--- config.mk ---
export PLATFORM = sky130hd
export DESIGN_NAME = acg_blend
export DESIGN_NICKNAME = d
export VERILOG_FILES = /design/src/rtl/core/acg_pkg.sv /design/src/rtl/core/acg_blend.sv
export SDC_FILE = /design/constraint.sdc
export NUM_CORES = 2
export LEC_CHECK = 0
export BUFFER_PORTS_ARGS = -buffer_cell sky130_fd_sc_hd__buf_2
export CAP_MARGIN = 15
export CELL_PAD_IN_SITES_DETAIL_PLACEMENT = 1
export CELL_PAD_IN_SITES_GLOBAL_PLACEMENT = 2
export CORE_ASPECT_RATIO = 0.6
export CORE_MARGIN = 5
export CORE_UTILIZATION = 40
export DETAILED_ROUTE_END_ITERATION = 7
export PLACE_DENSITY_LB_ADDON = 0.1
export SLEW_MARGIN = 20
export SYNTH_ARGS = -nofsm -noshare
export SYNTH_HDL_FRONTEND = slang
export SYNTH_SLANG_ARGS = --single-unit
--- constraint.sdc ---
create_clock -name clk -period 10.77 [get_ports clk]
set_input_delay 1.077 -clock clk [delete_from_list [all_inputs] [get_ports clk]]
set_output_delay 1.077 -clock clk [all_outputs]
set_load 0.05 [all_outputs]
--- src/rtl/core/acg_pkg.sv ---
// Shared types and constants for the altitude color gradient core.
// No dependencies; every other file in rtl/core imports this package.
package acg_pkg;

  localparam int COLOR_W     = 24;
  localparam int CHAN_W      = 8;
  localparam int NUM_CHAN    = 3;
  localparam int CFG_DATA_W  = 32;
  localparam int CFG_IDX_W   = 2;
  localparam int DIV_STEPS   = CHAN_W;          // one quotient bit per stage
  localparam int BLEND_DEPTH = DIV_STEPS + 2;   // product, setup, divide steps

  typedef logic [COLOR_W-1:0] color_t;
  typedef logic [CHAN_W-1:0]  chan_t;

  localparam color_t WHITE      = 24'hFFFFFF;
  localparam color_t HIGH_RESET = 24'hFFFFFF;
  localparam color_t LOW_RESET  = 24'h000000;

  typedef enum logic [CFG_IDX_W-1:0] {
    CFG_MIN_ALT    = 2'd0,
    CFG_MAX_ALT    = 2'd1,
    CFG_LOW_COLOR  = 2'd2,
    CFG_HIGH_COLOR = 2'd3
  } cfg_idx_t;

endpackage

--- src/rtl/core/acg_blend.sv ---
// One color channel: scaled product, then an 8-stage restoring divider.
// Gives q = round(num*|hi-lo|/den), ties broken so the blended channel rounds half up. Depends on acg_pkg.
module acg_blend #(
  parameter int ALT_BITS = 32
) (
  input  logic                clk,
  input  logic                en,
  input  logic [ALT_BITS-1:0] num,
  input  logic [ALT_BITS-1:0] den,
  input  acg_pkg::chan_t      lo_c,
  input  acg_pkg::chan_t      hi_c,
  output acg_pkg::chan_t      quo,
  output logic                dneg
);
  import acg_pkg::*;

  localparam int PW = ALT_BITS + CHAN_W;   // product width
  localparam int RW = ALT_BITS + 10;       // dividend: 2p + den < 512*den
  localparam int DW = ALT_BITS + 1;        // divisor 2*den

  logic          dn_cur;
  chan_t         mag;
  logic [PW-1:0] prod;
  logic [ALT_BITS-1:0] den_p;
  logic          dneg_p;

  logic [RW-1:0] rem  [0:DIV_STEPS];
  logic [DW-1:0] dvs  [0:DIV_STEPS];
  chan_t         qb   [0:DIV_STEPS];
  logic          dn   [0:DIV_STEPS];

  assign dn_cur = (hi_c < lo_c);
  assign mag    = dn_cur ? chan_t'(lo_c - hi_c) : chan_t'(hi_c - lo_c);

  // product stage
  always_ff @(posedge clk) begin
    if (en) begin
      prod   <= PW'(num) * PW'(mag);
      den_p  <= den;
      dneg_p <= dn_cur;
    end
  end

  // dividend setup: descending blends round the half down so the sum rounds half up
  always_ff @(posedge clk) begin
    if (en) begin
      rem[0] <= RW'({prod, 1'b0}) + RW'(den_p) - RW'(dneg_p);
      dvs[0] <= {den_p, 1'b0};
      qb[0]  <= '0;
      dn[0]  <= dneg_p;
    end
  end

  for (genvar j = 1; j <= DIV_STEPS; j++) begin : g_step
    localparam int K = DIV_STEPS - j;
    logic [RW-1:0] cand;
    logic          ge;
    assign cand = RW'(dvs[j-1]) << K;
    assign ge   = (rem[j-1] >= cand);
    always_ff @(posedge clk) begin
      if (en) begin
        rem[j] <= ge ? rem[j-1] - cand : rem[j-1];
        dvs[j] <= dvs[j-1];
        qb[j]  <= {qb[j-1][CHAN_W-2:0], ge};
        dn[j]  <= dn[j-1];
      end
    end
  end

  assign quo  = qb[DIV_STEPS];
  assign dneg = dn[DIV_STEPS];

endmodule
[Yosys cells after proc, flatten, opt, wreduce, memory -nomap -nowiden]
Memory sizes are Yosys's and may differ from the RTL's.
Index checks and enable logic that the tools add are counted.
Operators by class
  $add $sub $neg: 12
  $mul: 1
  $lt $le $gt $ge: 9
  muxes and demuxes: 11
Operators with widths (number)
  2-to-1 mux 42 bit: 8
  adder 41 x 32 -> 42 bit: 1
  >= comparator 42 x 33 -> 1 bit: 1
  >= comparator 42 x 34 -> 1 bit: 1
  >= comparator 42 x 35 -> 1 bit: 1
  >= comparator 42 x 36 -> 1 bit: 1
  >= comparator 42 x 37 -> 1 bit: 1
  >= comparator 42 x 38 -> 1 bit: 1
  >= comparator 42 x 39 -> 1 bit: 1
  >= comparator 42 x 40 -> 1 bit: 1
  subtractor 42 x 1 -> 42 bit: 1
  subtractor 42 x 33 -> 42 bit: 1
  subtractor 42 x 34 -> 42 bit: 1
  subtractor 42 x 35 -> 42 bit: 1
  subtractor 42 x 36 -> 42 bit: 1
  subtractor 42 x 37 -> 42 bit: 1
  subtractor 42 x 38 -> 42 bit: 1
  subtractor 42 x 39 -> 42 bit: 1
  subtractor 42 x 40 -> 42 bit: 1
  multiplier 32 x 8 -> 40 bit: 1
  subtractor 8 bit: 2
  less-than comparator 8 bit: 1
  2-to-1 mux 8 bit: 1
  2-to-1 mux 1 bit: 2
Word-level totals
  register bits after elaboration: 73
  bits in writable memories: 756
  input port bits: 82
  output and inout bits: 9
  logic and storage cells: 40
  memories kept: 4
Memories
  rem: depth 9, width 42, read ports 8, clocked after Yosys merged registers in 0, write ports 9, RTL line acg_blend.sv:27  | logic [RW-1:0] rem [0:DIV_STEPS];
  dvs: depth 9, width 33, read ports 8, clocked after Yosys merged registers in 0, write ports 9, RTL line acg_blend.sv:28  | logic [DW-1:0] dvs [0:DIV_STEPS];
  qb: depth 9, width 8, read ports 9, clocked after Yosys merged registers in 0, write ports 9, RTL line acg_blend.sv:29  | chan_t qb [0:DIV_STEPS];
  dn: depth 9, width 1, read ports 9, clocked after Yosys merged registers in 0, write ports 9, RTL line acg_blend.sv:30  | logic dn [0:DIV_STEPS];

[Logic depth before layout (Yosys ltp)]
  depth in word-level cells: 3
  mapped depth: 34
  depth with buffers taken out: 33

[Worst setup path before layout]
OpenSTA, ideal clock, no wires.
  kind: input to register
  start: in hi_c[0]
  end: reg prod[37] (data pin)
  setup time: 265 ps
  data arrival time: 7978 ps
  data required time: 10505 ps
  slack: 2526 ps
  stages on the path: 31
  buffers on the path: 1
  cells stage by stage: inv_1 -> ha_1 -> inv_1 -> fa_1 -> a21o_1 -> a21o_1 -> a21o_1 -> nand2_1 -> a21oi_1 -> mux2i_1 -> a221o_1 -> a41oi_2 -> clkbuf_1 -> o2111ai_1 -> fa_1 -> fa_1 -> fa_1 -> inv_1 -> fa_1 -> inv_1 -> ha_1 -> o21ai_0 -> inv_1 -> o21ai_0 -> a21oi_1 -> a21oi_1 -> o31ai_1 -> a41oi_2 -> o21ai_0 -> or4_1 -> nand4_1
On the way
  longest elaborated chain between the ends: 3
  elaborated cells on any way between the ends: 5
  those cells by class: 2 x add/sub; 1 x mul; 1 x order compare; 1 x mux
RTL lines
  start: declaration: RTL line acg_blend.sv:11  | input acg_pkg::chan_t hi_c,
  subtractor 8 bit or less-than comparator 8 bit (tied branches): RTL line acg_blend.sv:33, acg_blend.sv:32
  2-to-1 mux 8 bit *: RTL line acg_blend.sv:33  | assign mag = dn_cur ? chan_t'(lo_c - hi_c) : chan_t'(hi_c - lo_c);
  multiplier 32 x 8 -> 40 bit *: RTL line acg_blend.sv:38  | prod <= PW'(num) * PW'(mag);
  end signal: assignment: RTL line acg_blend.sv:38
  end: declaration: RTL line acg_blend.sv:23  | logic [PW-1:0] prod;
Every way passes the cells marked *; elsewhere a longest branch is shown, timed or not.
A chain may end at the register's enable or synchronous reset.

[Worst setup path in the final report]
Ends and elaborated chain as after synthesis.

==> impl_metrics.ini <==
[clock_tree]
cts_buffer_depth = 3
cts-resized-gates = 0
cts_tree = built
cts.sinks = 710
clk_latency_ns = 0.67
htreeDepth = 3
ctsHoldBuffers = 0
cts_setup_buffers = 0
cts_buffers = 75
cts_root_buf = clkbuf_16
path_clk_slew_ns = 0.06

[synthesis]
ys_warn_count = 0
synth_edf_count = 710
synth_area_um2 = 50400
synthCells = 4975
synth_ff_type = edfxtp_1
synth.distinct_cells = 92
avgSynthCellArea_um2 = 10.1
synth_nets = 5650
ys_ff_latch = 710
yosysSeqAreaShare = 0.423
async_flop_share = 0

[worst_hold_path]
min_to = qb[0][62]$_DFFE_PP_
hp-class = reg -> reg
hold_start = qb[0][53]$_DFFE_PP_
hold_depth = 0

[floorplan]
core_area_um2 = 125000
die_area_um2 = 134000
dieHeight_um = 285
die_x_um = 468
io_pins = 91
rows = 100
initial_utilization = 0.405

[grt]
met3_usage = 0.0638
grt_pass1_wl_um = 224000
gr-max-usage-layer = met1
grt_max_degree = 134
grt_use_met1 = 0.368
grt_pass1_vias = 36829
grt_usage = 0.215
grt_util_met2 = 0.260
grt.overflow.total = 0
antenna_found_initial = 2

[routing]
dr.pass1.iters = 5
ant_nets = 0
vias = 36944
drt_iter0_drc = 3151
drc = 0
wl_per_cell_um = 21.3
viasPerCell = 5.47
finalWirelength_um = 144000

[worst_setup_path]
r2r_slack_ns = 5.33
cp-start-kind = input port
r2r_cells = 10
worst_ep_arrival_time_ns = 9.61
worstReg2RegStart = rem[0][186]$_DFFE_PP_
crit_top_cell = a21o_1
critical_path_class = in -> reg
max_stage_delay_ns = 0.55
r2r_end = rem[0][249]$_DFFE_PP_
cp_num_buf_inv = 8
worstSetupEndpointType = flop
path_delay_family = compound AO/OA/AOI/OAI gates
slowest_stage = buf_4
critPathMaxFanout = 56
crit_required_ns = 11.30

[sta]
slew_headroom = 0.0753
maxSlewViolCount = 0
whs_ns = 0.419
finalHoldViolations = 0
tns_ns = 0
fmax_mhz = 110
fin_skew_ns = 0.0253
period_share = 0.843
fin_crit_ns = 9.08
setup_viol = 0
tightest_slew_ns = 1.38
rsz0062_at_grt = no

[placed_design]
place.detailed.hpwl_um = 114000
port_buffers = 90
gp_congestion = 0.895
dp.cells = 6623

[cells_and_area]
drive_above_1_share = 0.0623
final_cells = 6756
syn2layout_area_growth_pct = 9.60
nets = 5692

[status]
status = completed

[flow_run]
drv_cap = 0
==> how the worst max path moves through the flow <==
stage	start	slack, ns	depth (start not counted)	end
floorplan	hi_c[0]	2.53	31	prod[37]$_DFFE_PP_
global placement	hi_c[0]	1.21	34	prod[37]$_DFFE_PP_
detailed placement	hi_c[0]	1.09	32	prod[36]$_DFFE_PP_
CTS	hi_c[0]	1.82	32	prod[36]$_DFFE_PP_
global route	hi_c[0]	1.26	35	prod[37]$_DFFE_PP_
finish	hi_c[0]	1.69	34	prod[37]$_DFFE_PP_
==> state kept, by name, indices dropped and copies added, names as in the netlist <==
signal  flops
den_p      32
dvs       256
dn          9
qb         36
prod       40
rem       336
dneg_p      1
==> worst reg2reg max path: stages (launching register included) <==
cell      delay (ns)
edfxtp_1        0.41
ha_1            0.44
nand2_1         0.36
nor3_2          1.04
nand4b_1        0.39
nor4_2          1.13
nor3_1          0.12
o21a_2          0.20
buf_4           0.33
or4_4           0.62
xnor2_2         0.16
==> routing by layer <==
metal	vias up	share of wire
met5	-	0
met4	0	0.011
met3	105	0.083
met2	773	0.35
met1	18480	0.56
li1	17586	-
==> stage by stage <==
stage | utilization | instance area (um2) | setup WS (ns)
after CTS | 0.444 | 55300 | 1.82
after global placement | 0.424 | 52800 | 1.21
after floorplan | - | 50400 | 2.53
after detailed placement | 0.424 | 52800 | 1.09
final | 0.444 | 55300 | 1.69
after global routing | 0.444 | 55300 | 1.26
==> cell families (layout without fill, tap and decap cells) <==
logic type                 count (synthesis)  count (layout)  share of synthesized area
and+or+nand+nor                         1239            1239                      0.121
AOI/OAI and AO/OA                       1216            1216                      0.156
buffers and inverters                    892             989                     0.0672
DFF                                      710             710                      0.423
adders and majority gates                593             593                      0.175
xor gates and xnor gates                 290             290                     0.0505
muxes                                     35              35                    0.00742
other                                      0               1                          0
==> cells in the mapped netlist, types with 12 or more instances <==
library cell | count | area share
or3_1 | 23 | 0.0029
nand2b_1 | 59 | 0.0073
o21bai_1 | 45 | 0.0067
mux2i_1 | 16 | 0.0032
o31ai_1 | 29 | 0.0043
a21o_1 | 176 | 0.026
o21ai_1 | 12 | 0.0012
fa_1 | 190 | 0.075
xnor2_1 | 170 | 0.030
xor2_1 | 119 | 0.021
buf_2 | 27 | 0.0027
and3_1 | 37 | 0.0046
nor3_1 | 50 | 0.0050
a21oi_1 | 345 | 0.034
nand4_1 | 77 | 0.0095
o211ai_1 | 20 | 0.0030
inv_1 | 724 | 0.054
and2_1 | 157 | 0.019
o32a_1 | 27 | 0.0054
o21a_1 | 38 | 0.0057
mux2_2 | 19 | 0.0042
nor2b_1 | 48 | 0.0060
nand2_1 | 375 | 0.028
clkbuf_1 | 133 | 0.0099
nor2_1 | 249 | 0.019
o21ai_0 | 284 | 0.028
ha_1 | 403 | 0.10
a31oi_1 | 36 | 0.0045
nand3_1 | 92 | 0.0091
a221oi_1 | 12 | 0.0021
o2111ai_1 | 30 | 0.0052
a211o_1 | 15 | 0.0026
edfxtp_1 | 710 | 0.42
a211oi_1 | 31 | 0.0046
nor4_1 | 23 | 0.0029
==> cells in the final DEF, fill, tap and decap left out, types with 157 or more instances in the layout <==
cell type and instances:
inv_1 724, edfxtp_1 710, ha_1 402, nand2_1 375, a21oi_1 344, o21ai_0 284
nor2_1 248, fa_1 190, a21o_1 176, xnor2_1 167, and2_1 157
==> cell type report <==
cell class                 instances  area, um2
fill                           13850      69300
multi-input combinational       3373      25900
sequential                       710      21300
inverter                         727       2730
tap                             1683       2110
clock buffer                      90       1930
timing repair buffer             130        773
clock inverter                    42        537
antenna                            1       2.50
Power is not shown: default switching activity piles up to over one toggle a cycle in this logic, so the estimate is an artifact.
